--- src/hw/rtl/ctsg_pkg.sv ---
// Shared types, constants and tables for the cubic trajectory setpoint generator.
// Used by ctsg_ctrl, ctsg_dp and the top level; depends on nothing else.
`default_nettype none
package ctsg_pkg;

    localparam int unsigned AXES      = 3;
    localparam int unsigned CRD_STEPS = 16;

    localparam logic [2:0]  CFG_START_X = 3'd0;
    localparam logic [2:0]  CFG_START_Y = 3'd1;
    localparam logic [2:0]  CFG_START_Z = 3'd2;
    localparam logic [2:0]  CFG_END_X   = 3'd3;
    localparam logic [2:0]  CFG_END_Y   = 3'd4;
    localparam logic [2:0]  CFG_END_Z   = 3'd5;
    localparam logic [2:0]  CFG_DUR     = 3'd6;

    localparam logic [15:0] DUR_RESET   = 16'd20;
    localparam logic [5:0]  LAST_BIT    = 6'd32;
    localparam logic [5:0]  LAST_CRD    = 6'd15;
    localparam logic signed [19:0] PI_Q16 = 20'sd205887;

    typedef enum logic [3:0] {
        OP_NONE, OP_LOAD, OP_DIV_INIT, OP_DIV_STEP, OP_MUL_INIT, OP_MUL_STEP,
        OP_MUL_STORE, OP_COR_INIT, OP_COR_STEP, OP_OUT
    } t_op;

    // multiplications in order of issue
    typedef enum logic [2:0] {
        MS_SS, MS_S3, MS_PH, MS_PG, MS_PU
    } t_sel;

    typedef enum logic [3:0] {
        S_IDLE, S_CHECK, S_DIV, S_MINIT, S_MRUN, S_MSTORE, S_CINIT, S_CRUN, S_OUT
    } t_state;

    typedef struct packed {
        t_op        op;
        t_sel       sel;
        logic [1:0] axis;
    } t_cmd;

    typedef struct packed {
        logic over;
        logic last;
        logic out_free;
    } t_stat;

    // arctangent of 2^-i in Q.16
    function automatic logic [16:0] atan_q16(input logic [3:0] i);
        logic [16:0] v;
        case (i)
            4'd0:    v = 17'd51472;
            4'd1:    v = 17'd30386;
            4'd2:    v = 17'd16055;
            4'd3:    v = 17'd8150;
            4'd4:    v = 17'd4091;
            4'd5:    v = 17'd2047;
            4'd6:    v = 17'd1024;
            4'd7:    v = 17'd512;
            4'd8:    v = 17'd256;
            4'd9:    v = 17'd128;
            4'd10:   v = 17'd64;
            4'd11:   v = 17'd32;
            4'd12:   v = 17'd16;
            4'd13:   v = 17'd8;
            4'd14:   v = 17'd4;
            default: v = 17'd2;
        endcase
        return v;
    endfunction

endpackage
`default_nettype wire

--- src/hw/rtl/cubic_trajectory_setpoint_generator.sv ---
// Top level: configuration registers, sequencer and datapath.
// Depends on ctsg_pkg, ctsg_ctrl and ctsg_dp.
//
//   channel  | direction | handshake                 | payload
//   ---------+-----------+---------------------------+------------------------------
//   input    | in        | i_valid / o_stall         | i_restart
//   result   | out       | o_valid / i_stall         | o_pos_*, o_vel_*, o_acc_*,
//            |           |                           | o_heading, o_tick_index
//   config   | in        | i_cfg_valid / o_cfg_ready | i_cfg_index, i_cfg_data
//
// A tick that yields a setpoint goes through these steps in order: accept, check
// the count, the bit-serial divide, eleven passes of the shared shift-add
// multiplier, the CORDIC and loading the result. A tick past the duration
// finishes after the count check, with no result.
// Reset is synchronous and active low; it clears the tick count and loads the
// registers with their defaults. The result waits in its own register, so a
// stall there holds the following tick only in its final step, loading the result.
`default_nettype none
module cubic_trajectory_setpoint_generator (
    input  wire         i_clk,
    input  wire         i_rst_n,
    input  wire         i_valid,
    output logic        o_stall,
    input  wire         i_restart,
    output logic        o_valid,
    input  wire         i_stall,
    output logic [31:0] o_pos_x,
    output logic [31:0] o_pos_y,
    output logic [31:0] o_pos_z,
    output logic [35:0] o_vel_x,
    output logic [35:0] o_vel_y,
    output logic [35:0] o_vel_z,
    output logic [35:0] o_acc_x,
    output logic [35:0] o_acc_y,
    output logic [35:0] o_acc_z,
    output logic [18:0] o_heading,
    output logic [15:0] o_tick_index,
    input  wire         i_cfg_valid,
    output logic        o_cfg_ready,
    input  wire  [2:0]  i_cfg_index,
    input  wire  [31:0] i_cfg_data
);
    import ctsg_pkg::*;

    logic [2:0][31:0] r_start, r_end;
    logic [15:0]      r_dur;
    t_cmd             w_cmd;
    t_stat            w_stat;
    logic [2:0][31:0] w_pos;
    logic [2:0][35:0] w_vel, w_acc;

    assign o_cfg_ready = 1'b1;

    // register writes
    always_ff @(posedge i_clk) begin
        if (!i_rst_n) begin
            r_start <= '0;
            r_end   <= '0;
            r_dur   <= DUR_RESET;
        end else if (i_cfg_valid) begin
            case (i_cfg_index)
                CFG_START_X: r_start[0] <= i_cfg_data;
                CFG_START_Y: r_start[1] <= i_cfg_data;
                CFG_START_Z: r_start[2] <= i_cfg_data;
                CFG_END_X:   r_end[0]   <= i_cfg_data;
                CFG_END_Y:   r_end[1]   <= i_cfg_data;
                CFG_END_Z:   r_end[2]   <= i_cfg_data;
                CFG_DUR:     r_dur      <= i_cfg_data[15:0];
                default: ;
            endcase
        end
    end

    ctsg_ctrl u_ctrl (
        .i_clk   (i_clk),
        .i_rst_n (i_rst_n),
        .i_valid (i_valid),
        .o_stall (o_stall),
        .i_stat  (w_stat),
        .o_cmd   (w_cmd)
    );

    ctsg_dp u_dp (
        .i_clk        (i_clk),
        .i_rst_n      (i_rst_n),
        .i_cmd        (w_cmd),
        .o_stat       (w_stat),
        .i_restart    (i_restart),
        .i_start      (r_start),
        .i_end        (r_end),
        .i_dur        (r_dur),
        .i_stall      (i_stall),
        .o_valid      (o_valid),
        .o_pos        (w_pos),
        .o_vel        (w_vel),
        .o_acc        (w_acc),
        .o_heading    (o_heading),
        .o_tick_index (o_tick_index)
    );

    // split per-axis result
    assign o_pos_x = w_pos[0];
    assign o_pos_y = w_pos[1];
    assign o_pos_z = w_pos[2];
    assign o_vel_x = w_vel[0];
    assign o_vel_y = w_vel[1];
    assign o_vel_z = w_vel[2];
    assign o_acc_x = w_acc[0];
    assign o_acc_y = w_acc[1];
    assign o_acc_z = w_acc[2];

endmodule
`default_nettype wire

--- src/hw/rtl/ctsg_ctrl.sv ---
// Sequencer for the setpoint generator: divide, multiplications, CORDIC, output.
// Depends on ctsg_pkg; drives ctsg_dp through t_cmd and reads t_stat.
`default_nettype none
module ctsg_ctrl (
    input  wire             i_clk,
    input  wire             i_rst_n,
    input  wire             i_valid,
    output logic            o_stall,
    input  ctsg_pkg::t_stat i_stat,
    output ctsg_pkg::t_cmd  o_cmd
);
    import ctsg_pkg::*;

    t_state     r_state, n_state;
    t_sel       r_sel, n_sel;
    logic [1:0] r_axis, n_axis;

    // state registers
    always_ff @(posedge i_clk) begin
        if (!i_rst_n) begin
            r_state <= S_IDLE;
            r_sel   <= MS_SS;
            r_axis  <= 2'd0;
        end else begin
            r_state <= n_state;
            r_sel   <= n_sel;
            r_axis  <= n_axis;
        end
    end

    // next state
    always_comb begin
        n_state = r_state;
        n_sel   = r_sel;
        n_axis  = r_axis;
        case (r_state)
            S_IDLE: begin
                if (i_valid) n_state = S_CHECK;
            end
            S_CHECK: begin
                n_state = i_stat.over ? S_IDLE : S_DIV;
                n_sel   = MS_SS;
                n_axis  = 2'd0;
            end
            S_DIV: begin
                if (i_stat.last) n_state = S_MINIT;
            end
            S_MINIT: n_state = S_MRUN;
            S_MRUN: begin
                if (i_stat.last) n_state = S_MSTORE;
            end
            S_MSTORE: begin
                n_state = S_MINIT;
                case (r_sel)
                    MS_SS: n_sel = MS_S3;
                    MS_S3: n_sel = MS_PH;
                    MS_PH: n_sel = MS_PG;
                    MS_PG: n_sel = MS_PU;
                    default: begin
                        n_sel = MS_PH;
                        if (r_axis == 2'd2) n_state = S_CINIT;
                        else n_axis = r_axis + 2'd1;
                    end
                endcase
            end
            S_CINIT: n_state = S_CRUN;
            S_CRUN: begin
                if (i_stat.last) n_state = S_OUT;
            end
            S_OUT: begin
                if (i_stat.out_free) n_state = S_IDLE;
            end
            default: n_state = S_IDLE;
        endcase
    end

    // command outputs
    always_comb begin
        o_cmd.op   = OP_NONE;
        o_cmd.sel  = r_sel;
        o_cmd.axis = r_axis;
        o_stall    = (r_state != S_IDLE);
        case (r_state)
            S_IDLE:   if (i_valid) o_cmd.op = OP_LOAD;
            S_CHECK:  if (!i_stat.over) o_cmd.op = OP_DIV_INIT;
            S_DIV:    o_cmd.op = OP_DIV_STEP;
            S_MINIT:  o_cmd.op = OP_MUL_INIT;
            S_MRUN:   o_cmd.op = OP_MUL_STEP;
            S_MSTORE: o_cmd.op = OP_MUL_STORE;
            S_CINIT:  o_cmd.op = OP_COR_INIT;
            S_CRUN:   o_cmd.op = OP_COR_STEP;
            S_OUT:    if (i_stat.out_free) o_cmd.op = OP_OUT;
            default:  o_cmd.op = OP_NONE;
        endcase
    end

endmodule
`default_nettype wire

--- src/hw/rtl/ctsg_dp.sv ---
// Datapath: tick counter, bit-serial divider, shared shift-add multiplier,
// per-axis finish, CORDIC heading and output register. Depends on ctsg_pkg.
`default_nettype none
module ctsg_dp (
    input  wire                   i_clk,
    input  wire                   i_rst_n,
    input  ctsg_pkg::t_cmd        i_cmd,
    output ctsg_pkg::t_stat       o_stat,
    input  wire                   i_restart,
    input  wire  [2:0][31:0]      i_start,
    input  wire  [2:0][31:0]      i_end,
    input  wire  [15:0]           i_dur,
    input  wire                   i_stall,
    output logic                  o_valid,
    output logic [2:0][31:0]      o_pos,
    output logic [2:0][35:0]      o_vel,
    output logic [2:0][35:0]      o_acc,
    output logic [18:0]           o_heading,
    output logic [15:0]           o_tick_index
);
    import ctsg_pkg::*;

    logic [16:0] r_count;
    logic [32:0] r_num;
    logic [15:0] r_rem;
    logic [5:0]  r_cnt;
    logic [32:0] r_ma;
    logic [65:0] r_prod;
    logic [32:0] r_s2, r_h32, r_g;
    logic [65:0] r_ph;
    logic [62:0] r_pg;
    logic [2:0][31:0] r_wpos;
    logic [2:0][35:0] r_wvel, r_wacc;
    logic signed [39:0] r_cx, r_cy;
    logic signed [19:0] r_cz, r_cfixv;
    logic        r_cfix;
    logic        r_ovalid;

    // normalized time and the values derived from it
    logic [16:0] w_s;
    logic [17:0] w_u2;
    logic        w_uneg;
    logic [16:0] w_au;
    assign w_s    = (i_dur == 16'd0) ? 17'd0 : r_num[16:0];
    assign w_u2   = {w_s, 1'b0};
    assign w_uneg = (w_s < 17'd32768);
    assign w_au   = w_uneg ? 17'(18'd65536 - w_u2) : 17'(w_u2 - 18'd65536);

    // axis difference and magnitude
    logic signed [32:0] w_r0, w_rf, w_d;
    logic               w_neg;
    logic [32:0]        w_ad;
    assign w_r0  = {i_start[i_cmd.axis][31], i_start[i_cmd.axis]};
    assign w_rf  = {i_end[i_cmd.axis][31], i_end[i_cmd.axis]};
    assign w_d   = w_r0 - w_rf;
    assign w_neg = w_d[32];
    assign w_ad  = w_neg ? 33'(-w_d) : 33'(w_d);

    // divider step
    logic [16:0] w_dt;
    logic        w_dge;
    assign w_dt  = {r_rem, r_num[32]};
    assign w_dge = (w_dt >= {1'b0, i_dur});

    // multiplier step
    logic [33:0] w_msum;
    assign w_msum = {1'b0, r_prod[65:33]} + (r_prod[0] ? {1'b0, r_ma} : 34'd0);

    // blend h from s^2 and s^3, and g from s and s^2
    logic [50:0] w_3s2, w_h48, w_h48r;
    logic [32:0] w_g;
    assign w_3s2  = {2'b00, r_s2, 16'd0} + {1'b0, r_s2, 17'd0};
    assign w_h48  = w_3s2 - {1'b0, r_prod[48:0], 1'b0};
    assign w_h48r = w_h48 + 51'h8000;
    assign w_g    = {w_s, 16'd0} - r_s2;

    // axis finish
    logic [65:0]        w_pms;
    logic signed [33:0] w_pm, w_p0, w_pos;
    logic [64:0]        w_3pg;
    logic [35:0]        w_vm, w_am, w_vel, w_acc;
    logic [52:0]        w_6pu;
    assign w_pms = r_ph + 66'h8000_0000;
    assign w_pm  = signed'(w_pms[65:32]);
    assign w_p0  = {w_r0[32], w_r0};
    assign w_pos = w_neg ? (w_p0 + w_pm) : (w_p0 - w_pm);
    assign w_3pg = {2'b00, r_pg} + {1'b0, r_pg, 1'b0} + 65'h4000_0000;
    assign w_vm  = {2'b00, w_3pg[64:31]};
    assign w_6pu = {2'b00, r_prod[49:0], 1'b0} + {1'b0, r_prod[49:0], 2'b00} + 53'h8000;
    assign w_am  = w_6pu[51:16];
    assign w_vel = w_neg ? w_vm : 36'(-w_vm);
    assign w_acc = (w_neg ^ w_uneg) ? 36'(-w_am) : w_am;

    // CORDIC step
    logic signed [35:0] w_vx, w_vy;
    logic signed [39:0] w_xs, w_ys;
    logic signed [19:0] w_at, w_zc;
    logic [18:0]        w_head;
    assign w_vx = signed'(r_wvel[0]);
    assign w_vy = signed'(r_wvel[1]);
    assign w_xs = r_cx >>> r_cnt[3:0];
    assign w_ys = r_cy >>> r_cnt[3:0];
    assign w_at = signed'({3'b000, atan_q16(r_cnt[3:0])});
    assign w_zc = (r_cz > PI_Q16) ? PI_Q16 : ((r_cz < -PI_Q16) ? -PI_Q16 : r_cz);
    assign w_head = r_cfix ? r_cfixv[18:0] : w_zc[18:0];

    // status
    assign o_stat.over     = (r_count > {1'b0, i_dur});
    assign o_stat.last     = (r_cnt == ((i_cmd.op == OP_COR_STEP) ? LAST_CRD : LAST_BIT));
    assign o_stat.out_free = !r_ovalid || !i_stall;

    // control registers: tick count and output valid
    always_ff @(posedge i_clk) begin
        if (!i_rst_n) begin
            r_count  <= 17'd0;
            r_ovalid <= 1'b0;
        end else begin
            if (i_cmd.op == OP_OUT) begin
                r_count <= r_count + 17'd1;
            end else if (i_cmd.op == OP_LOAD && i_restart) begin
                r_count <= 17'd0;
            end
            r_ovalid <= (i_cmd.op == OP_OUT) || (r_ovalid && i_stall);
        end
    end

    // arithmetic registers
    always_ff @(posedge i_clk) begin
        case (i_cmd.op)
            OP_DIV_INIT: begin
                r_num <= {r_count, 16'd0};
                r_rem <= 16'd0;
                r_cnt <= 6'd0;
            end
            OP_DIV_STEP: begin
                r_num <= {r_num[31:0], w_dge};
                r_rem <= w_dge ? 16'(w_dt - {1'b0, i_dur}) : w_dt[15:0];
                r_cnt <= r_cnt + 6'd1;
            end
            OP_MUL_INIT: begin
                r_cnt <= 6'd0;
                case (i_cmd.sel)
                    MS_SS: begin
                        r_ma   <= {16'd0, w_s};
                        r_prod <= {49'd0, w_s};
                    end
                    MS_S3: begin
                        r_ma   <= r_s2;
                        r_prod <= {49'd0, w_s};
                    end
                    MS_PH: begin
                        r_ma   <= w_ad;
                        r_prod <= {33'd0, r_h32};
                    end
                    MS_PG: begin
                        r_ma   <= w_ad;
                        r_prod <= {33'd0, r_g};
                    end
                    default: begin
                        r_ma   <= w_ad;
                        r_prod <= {49'd0, w_au};
                    end
                endcase
            end
            OP_MUL_STEP: begin
                r_prod <= {w_msum, r_prod[32:1]};
                r_cnt  <= r_cnt + 6'd1;
            end
            OP_MUL_STORE: begin
                case (i_cmd.sel)
                    MS_SS: r_s2 <= r_prod[32:0];
                    MS_S3: begin
                        r_h32 <= w_h48r[48:16];
                        r_g   <= w_g;
                    end
                    MS_PH: r_ph <= r_prod;
                    MS_PG: r_pg <= r_prod[62:0];
                    default: begin
                        r_wpos[i_cmd.axis] <= w_pos[31:0];
                        r_wvel[i_cmd.axis] <= w_vel;
                        r_wacc[i_cmd.axis] <= w_acc;
                    end
                endcase
            end
            OP_COR_INIT: begin
                r_cnt <= 6'd0;
                r_cfix  <= (w_vy == 36'sd0);
                r_cfixv <= (w_vx < 36'sd0) ? PI_Q16 : 20'sd0;
                if (w_vx < 36'sd0) begin
                    r_cx <= -40'(w_vx);
                    r_cy <= -40'(w_vy);
                    r_cz <= (w_vy >= 36'sd0) ? PI_Q16 : -PI_Q16;
                end else begin
                    r_cx <= 40'(w_vx);
                    r_cy <= 40'(w_vy);
                    r_cz <= 20'sd0;
                end
            end
            OP_COR_STEP: begin
                r_cnt <= r_cnt + 6'd1;
                if (r_cy > 40'sd0) begin
                    r_cx <= r_cx + w_ys;
                    r_cy <= r_cy - w_xs;
                    r_cz <= r_cz + w_at;
                end else begin
                    r_cx <= r_cx - w_ys;
                    r_cy <= r_cy + w_xs;
                    r_cz <= r_cz - w_at;
                end
            end
            default: ;
        endcase
    end

    // output register
    always_ff @(posedge i_clk) begin
        if (i_cmd.op == OP_OUT) begin
            o_pos        <= r_wpos;
            o_vel        <= r_wvel;
            o_acc        <= r_wacc;
            o_heading    <= w_head;
            o_tick_index <= r_count[15:0];
        end
    end

    assign o_valid = r_ovalid;

endmodule
`default_nettype wire
--- config.mk ---
export PLATFORM = sky130hd
export DESIGN_NAME = cubic_trajectory_setpoint_generator
export DESIGN_NICKNAME = d
export VERILOG_FILES = /design/src/hw/rtl/ctsg_pkg.sv /design/src/hw/rtl/cubic_trajectory_setpoint_generator.sv /design/src/hw/rtl/ctsg_ctrl.sv /design/src/hw/rtl/ctsg_dp.sv
export SDC_FILE = /design/constraint.sdc
export NUM_CORES = 2
export LEC_CHECK = 0
export ABC_AREA = 1
export BUFFER_PORTS_ARGS = -buffer_cell sky130_fd_sc_hd__clkbuf_2
export CORE_MARGIN = 2
export CORE_UTILIZATION = 50
export DETAILED_ROUTE_END_ITERATION = 10
export PLACE_DENSITY = 0.78
export SYNTH_ARGS = -nofsm -noshare
export SYNTH_HDL_FRONTEND = slang
export SYNTH_SLANG_ARGS = --single-unit
--- constraint.sdc ---
create_clock -name i_clk -period 11.6 [get_ports i_clk]
set_input_delay 0.58 -clock i_clk [delete_from_list [all_inputs] [get_ports i_clk]]
set_output_delay 0.58 -clock i_clk [all_outputs]
set_load 0.01 [all_outputs]
==> results.txt <==
----------------------------------------------------
[Run status]
  Status ... complete, no violations

[Route]
  DRT antenna net count ... 0
  Routed Wire Length ... approximately 310000 um
  Final routed DRC violation total ... 0
  Pre-antenna DRT Iters ... 7
  Total number of vias ... about 80k
  Detailed Route Iter0 Violations ... about 8.5k
  Drt via density ... 5.68
  DR WL/cell ... 22.2 um

[Placed design]
  Final weighted congestion in routability-driven placement ... between 1 and 1.5
  Count of input and output buffers ... approximately 400
  Hpwl dp ... 245000 um

[Clock network]
  Clock Path Buffers ... 3
  CTS tree ... built
  H-tree depth ... 4
  Total clock buffers created by CTS ... 146
  Clock Sink Count ... 1361
  Buffer count from post-CTS setup fixing ... 0
  Number of hold buffers added after cts ... 0
  Clk Latency, worst-skew pair ... around 830 ps
  Clock transition time at the flip-flop clock pins of the worst setup and hold paths ... 60 ps
  Cells resized by post-CTS repair ... 0
  Clock Tree Root ... clkbuf_16

[Setup path]
  Most Frequent Cell on Critical Path ... nand2_1
  Worst endpoint data arrival time ... 8670 ps
  Crit path required time ... 12220 ps
  Worst-case reg-to-reg path depth ... 31
  Slowest stage cell on the critical path ... o21ai_0
  Type of the setup path with the least slack ... reg -> reg
  Critical Path Max Stage Delay ... 840 ps
  CP Capture Type ... flip-flop
  Worst-case register-to-register setup slack ... about 3600 ps
  Largest fanout of any net on the critical path ... 73
  Type of element launching the critical path ... flip-flop

[Timing]
  Setup_tns ... 0 ps
  Slew Viols, Final ... 0
  Max transition margin ... 0.127
  Maximum clock rate ... about 120 MHz
  Period Utilization, post-route ... 0.694
  Final number of setup-violating endpoints ... 0
  Final-report hold violation count ... 0
  Least-Margin Pin Slew ... 1300 ps
  RSZ-0062 raised after global routing ... false
  Min Tclk post-route ... 8040 ps
  Setup skew after layout ... 31.3 ps

[Finish]
  Synth-to-layout area growth ... 10.4%
  Final-stage net count ... 12.2k
  Proportion of layout cells with a drive suffix above 1 ... 0.0709

[Die]
  Floorplan row count ... 154
  Die X-Extent ... 425 um
  Core Area ... 0.176 mm2
  Height of the die ... ~420 um
  Effective utilization at floorplan ... 0.503
  Num ports ... approximately 400
  Die ar. ... 0.181 mm2

[Power and ir drop]
  Power spent charging and discharging nets ... roughly 16000 uW
  Clock Power Share ... 0.159
  Switching Share ... 0.514
  Sequential share of power ... 0.234
  Leak pwr ... 0.0435 uW
  Cell Int Power ... 14800 uW
  Total power ... just over 30000 uW
  Total power density per cell area ... 312 mW/mm2
  Peak supply drop ... 0.000227 V
  Combinational share of power ... 0.607

[Synthesis]
  Top cell type's share of synthesized area ... 0.376
  Post-synth EDFFs ... 1110
  Area of the mapped netlist ... 0.0886 mm2
  Share of the yosys chip area belonging to registers ... 0.433
  Library cell occupying the most area in the post-synthesis netlist ... edfxtp_1
  Synth warn ... 0
  Synthesized netlist net count ... 11.9k
  Cell types with the highest counts after synthesis ... nand2_1, inv_1, nor2_1
  #FFs+latches synth ... 1361
  Library cell with the highest instance count after synthesis ... nand2_1
  Count of mapped cells out of synthesis ... roughly 11k
  Mean post-synth cell area ... 7.86 um2
  Count of unique library cells instantiated by Yosys ... 70
  Share of async-settable or async-resettable flops after synthesis ... 0
  Primary FF master, synth ... edfxtp_1
  Area contributors post-synth ... edfxtp_1, nand2_1, ha_1, inv_1, dfxtp_1

[GRT]
  Number of antenna violations at the first check in global routing ... 11
  Combined global-route utilization of all metal layers ... 0.338
  Via count of the first global-routing pass ... 75.6k
  First-pass GRT wire length ... 464000 um
  Pin count of the biggest net entering global routing ... 157
  Global route overflow ... 0

[Worst hold path]
  Min-delay worst type ... in -> reg
  Cell count of the worst hold path ... 3

[Flow run]
  Max_cap viols ... 0

----------------------------------------------------
## cells in the final DEF (no fill, tap or decap), drive strengths merged, types with 25 or more instances in the layout
master,instances
o21ai,911
inv,1509
nor2,1331
nand2,2887
o21bai,25
clkinv,48
dfxtp,251
mux2i,34
nor3,121
a22oi,31
a21oi,614
nor4,36
buf,71
fa,38
or2,47
nand3b,38
clkbuf,570
xor2,295
edfxtp,1110
nand3,577
ha,532
o31ai,29
o21a,47
nand4,153
xnor2,140
o211ai,44
a31oi,76
## critical path: cells and delay by family, from the launching register on
| kind | cells | cell delay (ps) |
|---|---|---|
| AO/OA/AOI/OAI | 8 | 2570 |
| XOR/XNOR | 1 | 270 |
| adder cells (fa/ha/maj) | 2 | 740 |
| buffers and inverters | 4 | 1800 |
| flip-flops | 1 | 330 |
| AND/OR/NAND/NOR | 16 | 2060 |
## stage by stage
| step | util | area, um2 | worst slack (ps) | cells | hold slack, ps |
|---|---|---|---|---|---|
| 2_1_floorplan | - | 88600 | 280 | 11300 | 400 |
| 3_3_place_gp | 0.527 | 92900 | 3820 | 13800 | 401 |
| 3_5_place_dp | 0.527 | 92900 | 3820 | 13800 | 405 |
| 4_1_cts | 0.555 | 97800 | 3780 | 14100 | 32.4 |
| 5_1_grt | 0.555 | 97800 | 2820 | 14100 | 84.1 |
| 6_report | 0.555 | 97800 | 3560 | 14100 | 78.8 |
## flip-flops by register name, summed over array words and instances, names as in the netlist, 17 cells and up
register	count
u_dp.o_acc	108
u_dp.o_vel	108
u_dp.r_wacc	108
r_end	96
r_start	96
u_dp.o_pos	96
u_dp.r_wpos	96
u_dp.r_prod	66
u_dp.r_pg	63
u_dp.r_cx	40
u_dp.r_cy	40
u_dp.r_wvel	36
u_dp.w_vx	36
u_dp.w_vy	36
u_dp.r_g	33
u_dp.r_h32	33
u_dp.r_ma	33
u_dp.r_num	33
u_dp.r_ph	33
u_dp.r_s2	33
u_dp.r_cz	20
u_dp.o_heading	19
u_dp.r_count	17
## logic make-up (layout without fill, tap and decap cells)
family,count (synthesis),after routing,synth area share
AO/OA/AOI/OAI,1880,1880,0.117
XOR/XNOR,435,435,0.0432
adder cells (fa/ha/maj),570,570,0.0837
buffers and inverters,1767,2225,0.0770
flip-flops,1361,1361,0.433
multiplexers,34,34,0.00393
other,1,9,0.0000423
AND/OR/NAND/NOR,5221,5221,0.242
## layout make-up
class | instances | area [um2]
diodes | 8 | 20.0
clock buffers | 182 | 3890
clock inverters | 86 | 1020
fillers | 16300 | 78300
inverters | 1498 | 5640
multi-input cells | 8141 | 43500
flip-flops and latches | 1361 | 38400
well taps | 2340 | 2930
repair buffers | 459 | 2490
## metal layers
layer  global-route usage  wire length [um]
met1                0.434            126000
met2                0.554            145000
met3               0.0492             23100
met4                0.176             18300
met5                    0                53
## power by group through the flow
stage	clock, uW	sequential, uW	combinational (uW)
3_3_place_gp	0	7210	17800
2_1_floorplan	0	7030	12500
5_1_grt	5070	7150	20300
3_5_place_dp	0	7220	17900
6_report	4840	7140	18500
4_1_cts	4880	7120	18000
## final timing paths
path	endpoint	start
max reg2reg	u_dp.r_wpos[57]	u_ctrl.r_axis[0]
min	r_end[88]	i_cfg_data[24]
max	u_dp.r_wpos[57]	u_ctrl.r_axis[0]
min reg2reg	u_dp.o_acc[105]	u_dp.r_wacc[105]
Power figures use the tool's default switching activity.
